--- config.mk ---
export PLATFORM = sky130hd
export DESIGN_NAME = lfu_cache_lru_tiebreak
export DESIGN_NICKNAME = d
export VERILOG_FILES = /design/src/rtl/core/lfu_pkg.sv /design/src/rtl/core/lfu_ram.sv /design/src/rtl/core/lfu_ctrl.sv /design/src/rtl/core/lfu_dp.sv /design/src/rtl/core/lfu_cache_lru_tiebreak.sv
export SDC_FILE = /design/constraint.sdc
export NUM_CORES = 2
export LEC_CHECK = 0
export BUFFER_PORTS_ARGS = -buffer_cell sky130_fd_sc_hd__buf_2
export CORE_ASPECT_RATIO = 0.9
export CORE_MARGIN = 2
export CORE_UTILIZATION = 65
export DETAILED_ROUTE_END_ITERATION = 8
export PLACE_DENSITY = 0.83
export SLEW_MARGIN = 20
export SYNTH_ARGS = -nofsm -noshare
export SYNTH_HDL_FRONTEND = slang
export SYNTH_SLANG_ARGS = --single-unit
export TNS_END_PERCENT = 10
--- constraint.sdc ---
create_clock -name clock -period 43.9 [get_ports clock]
set_clock_uncertainty 0.15 [all_clocks]
set_input_delay 2.195 -clock clock [delete_from_list [all_inputs] [get_ports clock]]
set_output_delay 2.195 -clock clock [all_outputs]
set_load 0.01 [all_outputs]
--- src/rtl/core/lfu_pkg.sv ---
package lfu_pkg;

   localparam int DEFAULT_MAX_ENTRIES = 16;
   localparam int DATA_W = 32;
   localparam int CAP_W = 5;
   localparam logic [CAP_W-1:0] CAP_RESET = 5'd16;

   localparam logic OP_GET = 1'b0;
   localparam logic OP_PUT = 1'b1;

   localparam logic [DATA_W-1:0] COUNT_MAX = '1;

   typedef struct packed {
      logic [DATA_W-1:0] key;
      logic [DATA_W-1:0] value;
      logic [DATA_W-1:0] count;
      logic [DATA_W-1:0] stamp;
   } lfu_entry_type;

   typedef struct packed {
      logic load;
      logic scan;
      logic commit;
   } lfu_cmd_type;

   typedef struct packed {
      logic scan_done;
   } lfu_sts_type;

endpackage

--- src/rtl/core/lfu_ram.sv ---
module lfu_ram #(
   parameter int WIDTH = 8,
   parameter int DEPTH = 16,
   localparam int AW = (DEPTH > 1) ? $clog2(DEPTH) : 1
) (
   input  logic             clock,
   input  logic             wr_en,
   input  logic [AW-1:0]    wr_addr,
   input  logic [WIDTH-1:0] wr_data,
   input  logic             rd_en,
   input  logic [AW-1:0]    rd_addr,
   output logic [WIDTH-1:0] rd_data
);

   logic [WIDTH-1:0] mem_ff [DEPTH];
   logic [WIDTH-1:0] rd_data_ff;

   always_ff @(posedge clock) begin
      if (wr_en) begin
         mem_ff[wr_addr] <= wr_data;
      end
      if (rd_en) begin
         rd_data_ff <= mem_ff[rd_addr];
      end
   end

   assign rd_data = rd_data_ff;

endmodule

--- src/rtl/core/lfu_ctrl.sv ---
module lfu_ctrl
   import lfu_pkg::*;
(
   input  logic        clock,
   input  logic        reset,
   input  logic        start,
   input  lfu_sts_type sts,
   output lfu_cmd_type cmd,
   output logic        busy,
   output logic        rsp_valid
);

   localparam logic ST_IDLE = 1'b0;
   localparam logic ST_SCAN = 1'b1;

   logic state_ff, state_in;
   logic rsp_valid_ff, rsp_valid_in;

   always_comb begin
      cmd.load   = start && (state_ff == ST_IDLE);
      cmd.scan   = (state_ff == ST_SCAN);
      cmd.commit = (state_ff == ST_SCAN) && sts.scan_done;
      state_in   = state_ff;
      case (state_ff)
         ST_IDLE: begin
            if (start) begin
               state_in = ST_SCAN;
            end
         end
         ST_SCAN: begin
            if (sts.scan_done) begin
               state_in = ST_IDLE;
            end
         end
         default: begin
            state_in = ST_IDLE;
         end
      endcase
      rsp_valid_in = cmd.commit;
   end

   always_ff @(posedge clock) begin
      if (reset) begin
         state_ff     <= ST_IDLE;
         rsp_valid_ff <= 1'b0;
      end else begin
         state_ff     <= state_in;
         rsp_valid_ff <= rsp_valid_in;
      end
   end

   assign busy      = (state_ff != ST_IDLE);
   assign rsp_valid = rsp_valid_ff;

endmodule

--- src/rtl/core/lfu_dp.sv ---
module lfu_dp
   import lfu_pkg::*;
#(
   parameter int MAX_ENTRIES = DEFAULT_MAX_ENTRIES
) (
   input  logic              clock,
   input  logic              reset,
   input  lfu_cmd_type       cmd,
   output lfu_sts_type       sts,
   input  logic              csr_wr_en,
   input  logic [CAP_W-1:0]  csr_wr_data,
   input  logic              req_op,
   input  logic [DATA_W-1:0] req_key,
   input  logic [DATA_W-1:0] req_value,
   output logic              rsp_hit,
   output logic [DATA_W-1:0] rsp_read_value
);

   localparam int IDX_W = (MAX_ENTRIES > 1) ? $clog2(MAX_ENTRIES) : 1;
   localparam int CNT_W = $clog2(MAX_ENTRIES + 1);
   localparam int CMP_W = (CNT_W > CAP_W) ? CNT_W : CAP_W;
   localparam logic [CNT_W-1:0] LAST_ADDR = CNT_W'(MAX_ENTRIES);
   localparam logic [CMP_W-1:0] MAX_CAP = CMP_W'(MAX_ENTRIES);

   logic [CAP_W-1:0]       cap_ff, cap_in;
   logic                   op_ff, op_in;
   logic [DATA_W-1:0]      key_ff, key_in;
   logic [DATA_W-1:0]      value_ff, value_in;
   logic [CNT_W-1:0]       addr_ff, addr_in;
   logic                   rd_vld_ff, rd_vld_in;
   logic [IDX_W-1:0]       rd_idx_ff, rd_idx_in;
   logic                   found_ff, found_in;
   logic [IDX_W-1:0]       m_idx_ff, m_idx_in;
   logic [DATA_W-1:0]      m_value_ff, m_value_in;
   logic [DATA_W-1:0]      m_count_ff, m_count_in;
   logic                   free_found_ff, free_found_in;
   logic [IDX_W-1:0]       free_idx_ff, free_idx_in;
   logic                   best_found_ff, best_found_in;
   logic [IDX_W-1:0]       best_idx_ff, best_idx_in;
   logic [DATA_W-1:0]      best_count_ff, best_count_in;
   logic [DATA_W-1:0]      best_stamp_ff, best_stamp_in;
   logic [MAX_ENTRIES-1:0] valid_ff, valid_in;
   logic [CNT_W-1:0]       occ_ff, occ_in;
   logic [DATA_W-1:0]      stamp_ff, stamp_in;
   logic                   rsp_hit_ff, rsp_hit_in;
   logic [DATA_W-1:0]      rsp_value_ff, rsp_value_in;

   logic                   wr_en;
   logic [IDX_W-1:0]       wr_addr;
   lfu_entry_type          wr_entry;
   lfu_entry_type          rd_entry;
   logic [$bits(lfu_entry_type)-1:0] rd_raw;

   logic [CMP_W-1:0]       cap_x;
   logic [CMP_W-1:0]       cap_eff;
   logic [DATA_W-1:0]      count_inc;
   logic                   evict;
   logic [IDX_W-1:0]       slot;
   logic                   rd_v;

   lfu_ram #(
      .WIDTH ($bits(lfu_entry_type)),
      .DEPTH (MAX_ENTRIES)
   ) u_ram (
      .clock   (clock),
      .wr_en   (wr_en),
      .wr_addr (wr_addr),
      .wr_data (wr_entry),
      .rd_en   (cmd.scan),
      .rd_addr (addr_ff[IDX_W-1:0]),
      .rd_data (rd_raw)
   );

   assign rd_entry = lfu_entry_type'(rd_raw);
   assign sts.scan_done = (addr_ff == LAST_ADDR) && !rd_vld_ff;

   always_comb begin
      cap_x     = CMP_W'(cap_ff);
      cap_eff   = (cap_x > MAX_CAP) ? MAX_CAP : cap_x;
      count_inc = (m_count_ff == COUNT_MAX) ? m_count_ff : m_count_ff + 1'b1;
      evict     = CMP_W'(occ_ff) >= cap_eff;
      slot      = evict ? ((free_found_ff && (free_idx_ff < best_idx_ff)) ?
                           free_idx_ff : best_idx_ff) : free_idx_ff;
      rd_v      = valid_ff[rd_idx_ff];

      cap_in        = cap_ff;
      op_in         = op_ff;
      key_in        = key_ff;
      value_in      = value_ff;
      addr_in       = addr_ff;
      rd_vld_in     = rd_vld_ff;
      rd_idx_in     = rd_idx_ff;
      found_in      = found_ff;
      m_idx_in      = m_idx_ff;
      m_value_in    = m_value_ff;
      m_count_in    = m_count_ff;
      free_found_in = free_found_ff;
      free_idx_in   = free_idx_ff;
      best_found_in = best_found_ff;
      best_idx_in   = best_idx_ff;
      best_count_in = best_count_ff;
      best_stamp_in = best_stamp_ff;
      valid_in      = valid_ff;
      occ_in        = occ_ff;
      stamp_in      = stamp_ff;
      rsp_hit_in    = rsp_hit_ff;
      rsp_value_in  = rsp_value_ff;
      wr_en         = 1'b0;
      wr_addr       = '0;
      wr_entry      = '0;

      if (csr_wr_en) begin
         cap_in = csr_wr_data;
      end

      if (cmd.load) begin
         op_in         = req_op;
         key_in        = req_key;
         value_in      = req_value;
         addr_in       = '0;
         rd_vld_in     = 1'b0;
         found_in      = 1'b0;
         free_found_in = 1'b0;
         best_found_in = 1'b0;
      end

      if (cmd.scan) begin
         // issue side: one table read per cycle
         if (addr_ff != LAST_ADDR) begin
            rd_vld_in = 1'b1;
            rd_idx_in = addr_ff[IDX_W-1:0];
            addr_in   = addr_ff + 1'b1;
         end else begin
            rd_vld_in = 1'b0;
         end
         // compare side: data read last cycle
         if (rd_vld_ff) begin
            if (rd_v && (rd_entry.key == key_ff) && !found_ff) begin
               found_in   = 1'b1;
               m_idx_in   = rd_idx_ff;
               m_value_in = rd_entry.value;
               m_count_in = rd_entry.count;
            end
            if (!rd_v && !free_found_ff) begin
               free_found_in = 1'b1;
               free_idx_in   = rd_idx_ff;
            end
            // strict compares keep the lowest index on a tie
            if (rd_v && (!best_found_ff || (rd_entry.count < best_count_ff) ||
                         ((rd_entry.count == best_count_ff) &&
                          (rd_entry.stamp < best_stamp_ff)))) begin
               best_found_in = 1'b1;
               best_idx_in   = rd_idx_ff;
               best_count_in = rd_entry.count;
               best_stamp_in = rd_entry.stamp;
            end
         end
      end

      if (cmd.commit) begin
         rsp_hit_in   = 1'b0;
         rsp_value_in = '0;
         if (op_ff == OP_GET) begin
            if (found_ff) begin
               rsp_hit_in     = 1'b1;
               rsp_value_in   = m_value_ff;
               wr_en          = 1'b1;
               wr_addr        = m_idx_ff;
               wr_entry.key   = key_ff;
               wr_entry.value = m_value_ff;
               wr_entry.count = count_inc;
               wr_entry.stamp = stamp_ff;
               stamp_in       = stamp_ff + 1'b1;
            end
         end else if (cap_eff != '0) begin
            if (found_ff) begin
               wr_en          = 1'b1;
               wr_addr        = m_idx_ff;
               wr_entry.key   = key_ff;
               wr_entry.value = value_ff;
               wr_entry.count = count_inc;
               wr_entry.stamp = stamp_ff;
               stamp_in       = stamp_ff + 1'b1;
            end else begin
               if (evict) begin
                  valid_in[best_idx_ff] = 1'b0;
               end else begin
                  occ_in = occ_ff + 1'b1;
               end
               valid_in[slot] = 1'b1;
               wr_en          = 1'b1;
               wr_addr        = slot;
               wr_entry.key   = key_ff;
               wr_entry.value = value_ff;
               wr_entry.count = DATA_W'(1);
               wr_entry.stamp = stamp_ff;
               stamp_in       = stamp_ff + 1'b1;
            end
         end
      end
   end

   always_ff @(posedge clock) begin
      if (reset) begin
         cap_ff    <= CAP_RESET;
         valid_ff  <= '0;
         occ_ff    <= '0;
         stamp_ff  <= '0;
         addr_ff   <= '0;
         rd_vld_ff <= 1'b0;
      end else begin
         cap_ff    <= cap_in;
         valid_ff  <= valid_in;
         occ_ff    <= occ_in;
         stamp_ff  <= stamp_in;
         addr_ff   <= addr_in;
         rd_vld_ff <= rd_vld_in;
      end
   end

   always_ff @(posedge clock) begin
      op_ff         <= op_in;
      key_ff        <= key_in;
      value_ff      <= value_in;
      rd_idx_ff     <= rd_idx_in;
      found_ff      <= found_in;
      m_idx_ff      <= m_idx_in;
      m_value_ff    <= m_value_in;
      m_count_ff    <= m_count_in;
      free_found_ff <= free_found_in;
      free_idx_ff   <= free_idx_in;
      best_found_ff <= best_found_in;
      best_idx_ff   <= best_idx_in;
      best_count_ff <= best_count_in;
      best_stamp_ff <= best_stamp_in;
      rsp_hit_ff    <= rsp_hit_in;
      rsp_value_ff  <= rsp_value_in;
   end

   assign rsp_hit        = rsp_hit_ff;
   assign rsp_read_value = rsp_value_ff;

endmodule

--- src/rtl/core/lfu_cache_lru_tiebreak.sv ---
// rsp_valid is registered from the commit that ends the scan.
// A new start is taken only while idle; the key search and the
//   (count, stamp) minimum share one pass over the entry RAM, one read a cycle.
// Reset (synchronous, active high) clears the valid bits, occupancy, the use
//   stamp counter and sets capacity to 16. The result has no backpressure.
module lfu_cache_lru_tiebreak
   import lfu_pkg::*;
#(
   parameter int MAX_ENTRIES = DEFAULT_MAX_ENTRIES
) (
   input  logic                     clock,
   input  logic                     reset,
   input  logic                     start,
   output logic                     busy,
   input  logic                     req_op,
   input  logic signed [DATA_W-1:0] req_key,
   input  logic signed [DATA_W-1:0] req_value,
   output logic                     rsp_valid,
   output logic                     rsp_hit,
   output logic signed [DATA_W-1:0] rsp_read_value,
   input  logic                     csr_wr_en,
   input  logic [CAP_W-1:0]         csr_wr_data
);

   lfu_cmd_type       cmd;
   lfu_sts_type       sts;
   logic [DATA_W-1:0] read_value;

   lfu_ctrl u_ctrl (
      .clock     (clock),
      .reset     (reset),
      .start     (start),
      .sts       (sts),
      .cmd       (cmd),
      .busy      (busy),
      .rsp_valid (rsp_valid)
   );

   lfu_dp #(
      .MAX_ENTRIES (MAX_ENTRIES)
   ) u_dp (
      .clock          (clock),
      .reset          (reset),
      .cmd            (cmd),
      .sts            (sts),
      .csr_wr_en      (csr_wr_en),
      .csr_wr_data    (csr_wr_data),
      .req_op         (req_op),
      .req_key        (req_key),
      .req_value      (req_value),
      .rsp_hit        (rsp_hit),
      .rsp_read_value (read_value)
   );

   assign rsp_read_value = read_value;

`ifndef ASSERT_OFF
   a_rsp_idle: assert property (@(posedge clock) disable iff (reset)
      rsp_valid |-> !busy)
      else $error("result strobe while busy");

   a_start_busy: assert property (@(posedge clock) disable iff (reset)
      (start && !busy) |=> busy)
      else $error("accepted transfer did not raise busy");

   a_commit_once: assert property (@(posedge clock) disable iff (reset)
      cmd.commit |=> (rsp_valid && !busy))
      else $error("commit did not produce one result");

   a_load_idle: assert property (@(posedge clock) disable iff (reset)
      cmd.load |-> !(cmd.scan || cmd.commit))
      else $error("load while scanning");
`endif

endmodule
==> flow_metrics.tcl <==
set metrics [dict create \
    status "complete, no violations" \
    initial_utilization_pct 65.4 \
    synth_cell_type_count 70 \
    power_uw 4650 \
    vias_per_cell 7.53 \
    ctsHoldBuffers 0 \
    tns_ns 0 \
    path_common_cell "buf_4" \
    path_clk_slew_ns 0.07 \
    grt_max_degree 151 \
    cp-start-kind "flip-flop" \
    synth_top_cell_by_area "edfxtp_1" \
    regArea_um2 74000 \
    syn_avg_cell_area_um2 22.3 \
    clock_latency_ns 0.88 \
    dieArea_um2 150000 \
    peakVddDrop_uv 44.3 \
    synth_cells 4264 \
    dpl.hpwl_mm 110 \
    path_class "flip-flop to flip-flop" \
    largest_register "u_dp.u_ram.mem_ff" \
    worstPathRequired_ns 44.18 \
    worst_path_largest_cell_delay_ns 1.03 \
    grt.busiest_layer "met2" \
    crit_fanout 53 \
    cp.arrival_ns 7.28 \
    relSlewSlack_pct 6.95 \
    gp_congestion 0.823 \
    worstSetupEndpointType "flip-flop" \
    critPathSlowestCell "dfxtp_4" \
    hp-class "flip-flop to flip-flop" \
    wl_per_cell_um 39.1 \
    cts_inserted_buffers 221 \
    finalCritPeriodShare_pct 16.0 \
    met2_usage_pct 55.7 \
    vias 49763 \
    num_rows 133 \
    synthMostInstantiatedCell "edfxtp_1" \
    met1_usage_pct 46.0 \
    layout-drive-gt1-share_pct 25.9 \
    drt_pass1_iterations 9 \
    overflow 0 \
    multi_input_area_um2 20400 \
    synth_seq_area_share_pct 77.6 \
    drtIter0Drc 9318 \
    ys_async_sr_fraction_pct 0 \
    synth_nets 4414 \
    core_um2 146000 \
    hold_start "u_dp.u_ram.rd_data[80]" \
    grt.total_usage_pct 34.5 \
    hold_viol_final 0 \
    synth_flop_cell "edfxtp_1" \
    port_buffers 108 \
    min_to "u_dp.m_value_ff[16]" \
    powerDensity_nw_per_um2 44.1 \
    synth_edf_count 2418 \
    synth_warnings 0 \
    synth_area_leaders "edfxtp_1, mux4_2, dfxtp_1" \
    ys_top_cells_by_count "edfxtp_1, mux4_2, nor2_1" \
    r2r-end "u_dp.u_ram.mem_ff[5][24]" \
    cts.path.max_buffers 3 \
    whs_path_depth 0 \
    syn-cell-area_um2 95300 \
    grt_pass1_vias 50733 \
    met3_usage_pct 7.84 \
    clock-sinks 2487 \
    regToRegSetupSlack_ns 36.89 \
    die_w_um 408 \
    die_y_um 367 \
    crit_path_cell_trace "inv_1 > ha_1 > nand4bb_4 > or2_4 > clkinv_4 > and3_2 > o211ai_1 > nand3_1 > a221oi_4 > buf_4 > buf_4" \
    worst_pin_slew_ns 1.40 \
    area_growth_pct 10.8 \
    cts_root_buf "clkbuf_16" \
    r2r_start "u_dp.addr_ff[0]" \
    slew_viol_final 0 \
    final_nets 4616 \
    largest_register_ff_count 2048 \
    nFillCells 7336 \
    cts_tree "built" \
    rr_worst_depth 11 \
    grt_pass1_wl_mm 366 \
    yosys.area.top_type_share_pct 76.2 \
    postRouteWirelength_mm 259 \
    post_cts_buffers 0 \
    max_cap_viol_count 0 \
    rsz0062_at_grt "no" \
    final_antenna_net_count 0 \
    drc 0 \
    cts_htree_levels 4 \
    setup_viol 0 \
    ctsResizeCount 0 \
    p_leak_uw 0.0347 \
    fmax_mhz 143 \
    synth-seq-cells 2487 \
    final.min_clock_period_ns 7.01 \
    pin_count 109 \
    antenna_found_initial 15 \
]
-- worst max-delay path by stage --
| stage | start | to | slack [ns] | cells past startpoint |
|---|---|---|---|---|
| 2_1_floorplan | u_ctrl.busy | u_dp.u_ram.mem_ff[0][0] | 26.31 | 6 |
| 3_3_place_gp | u_dp.addr_ff[0] | u_dp.u_ram.mem_ff[5][52] | 37.17 | 11 |
| 3_5_place_dp | u_dp.addr_ff[0] | u_dp.u_ram.mem_ff[5][55] | 37.02 | 11 |
| 4_1_cts | u_dp.addr_ff[0] | u_dp.u_ram.mem_ff[5][24] | 36.66 | 11 |
| 5_1_grt | u_dp.addr_ff[0] | u_dp.u_ram.mem_ff[5][24] | 36.69 | 11 |
| 6_report | u_dp.addr_ff[0] | u_dp.u_ram.mem_ff[5][24] | 36.89 | 11 |
-- power breakdown --
group	internal [µW]	total (µW)	leakage (µW)	switching, µW
Sequential	2580	2590	0.0241	15.2
Combinational	55.5	117	0.00711	61.2
Clock	1030	1940	0.00342	910
-- per-layer routing --
| layer | part of all wire (%) | up-vias | routed length [µm] |
|---|---|---|---|
| li1 | - | 18222 | - |
| met4 | 4.9 | 18 | 12700 |
| met1 | 32 | 25396 | 83600 |
| met2 | 50 | 5165 | 129000 |
| met5 | 0.046 | - | 119 |
| met3 | 13 | 962 | 33600 |
-- per-stage QoR --
| step | cell area (µm²) | setup WS [ns] | cells | utilization (%) | hold WS [ns] |
|---|---|---|---|---|---|
| 6_report | 106000 | 36.89 | 6613 | 72.4 | 0.265 |
| 5_1_grt | 106000 | 36.69 | 6611 | 72.4 | 0.280 |
| 4_1_cts | 105000 | 36.66 | 6607 | 72.3 | 0.258 |
| 3_5_place_dp | 98400 | 37.02 | 6196 | 67.5 | 0.256 |
| 3_3_place_gp | 98400 | 37.17 | 6195 | 67.5 | 0.252 |
| 2_1_floorplan | 95300 | 26.31 | 4264 | - | 0.250 |
-- kinds of logic after synthesis --
group,count (synthesis),synth area share [%]
AOI/OAI and AO/OA,198,1.36
and+or+nand+nor,473,2.65
muxes,651,15.3
xor gates and xnor gates,87,0.800
DFF,2487,77.6
adders and majority gates,76,0.998
buffers and inverters,292,1.24
-- critical path: cells and delay by family (launching register included) --
family	cells	cell delay (ns)
buffers and inverters	4	2.27
AO/OA/AOI/OAI	2	0.66
adder cells (fa/ha/maj)	1	0.32
flip-flops	1	1.03
AND/OR/NAND/NOR	4	1.90
-- final cells by class --
type | count | share of cell area, %
clock buffer | 276 | 5.57
timing repair buffer | 176 | 1.21
tap | 1957 | 2.32
inverter | 95 | 0.344
multi-input combinational | 1485 | 19.4
sequential | 2487 | 70.1
clock inverter | 135 | 1.11
antenna | 2 | 0.00474
-- layout by cell type, fill, tap and decap left out, types with 9 or more instances in the layout --
master,count
a21o_1,10
a21oi_1,70
a221o_1,9
and2_1,100
and3_1,9
buf_12,13
buf_2,108
buf_4,51
bufinv_16,13
clkbuf_1,44
clkbuf_16,224
clkinv_1,48
clkinv_2,44
clkinvlp_4,14
dfxtp_1,64
edfxtp_1,2418
ha_1,76
inv_1,92
mux4_2,645
nand2_1,54
nand3_1,37
nand4_1,34
nor2_1,103
nor2_2,20
nor3_1,36
nor4_1,17
o211ai_1,9
o21ai_0,30
o41ai_1,10
or3_1,15
xnor2_1,56
xor2_1,31
No activity file was read; power rests on OpenSTA's default activity.
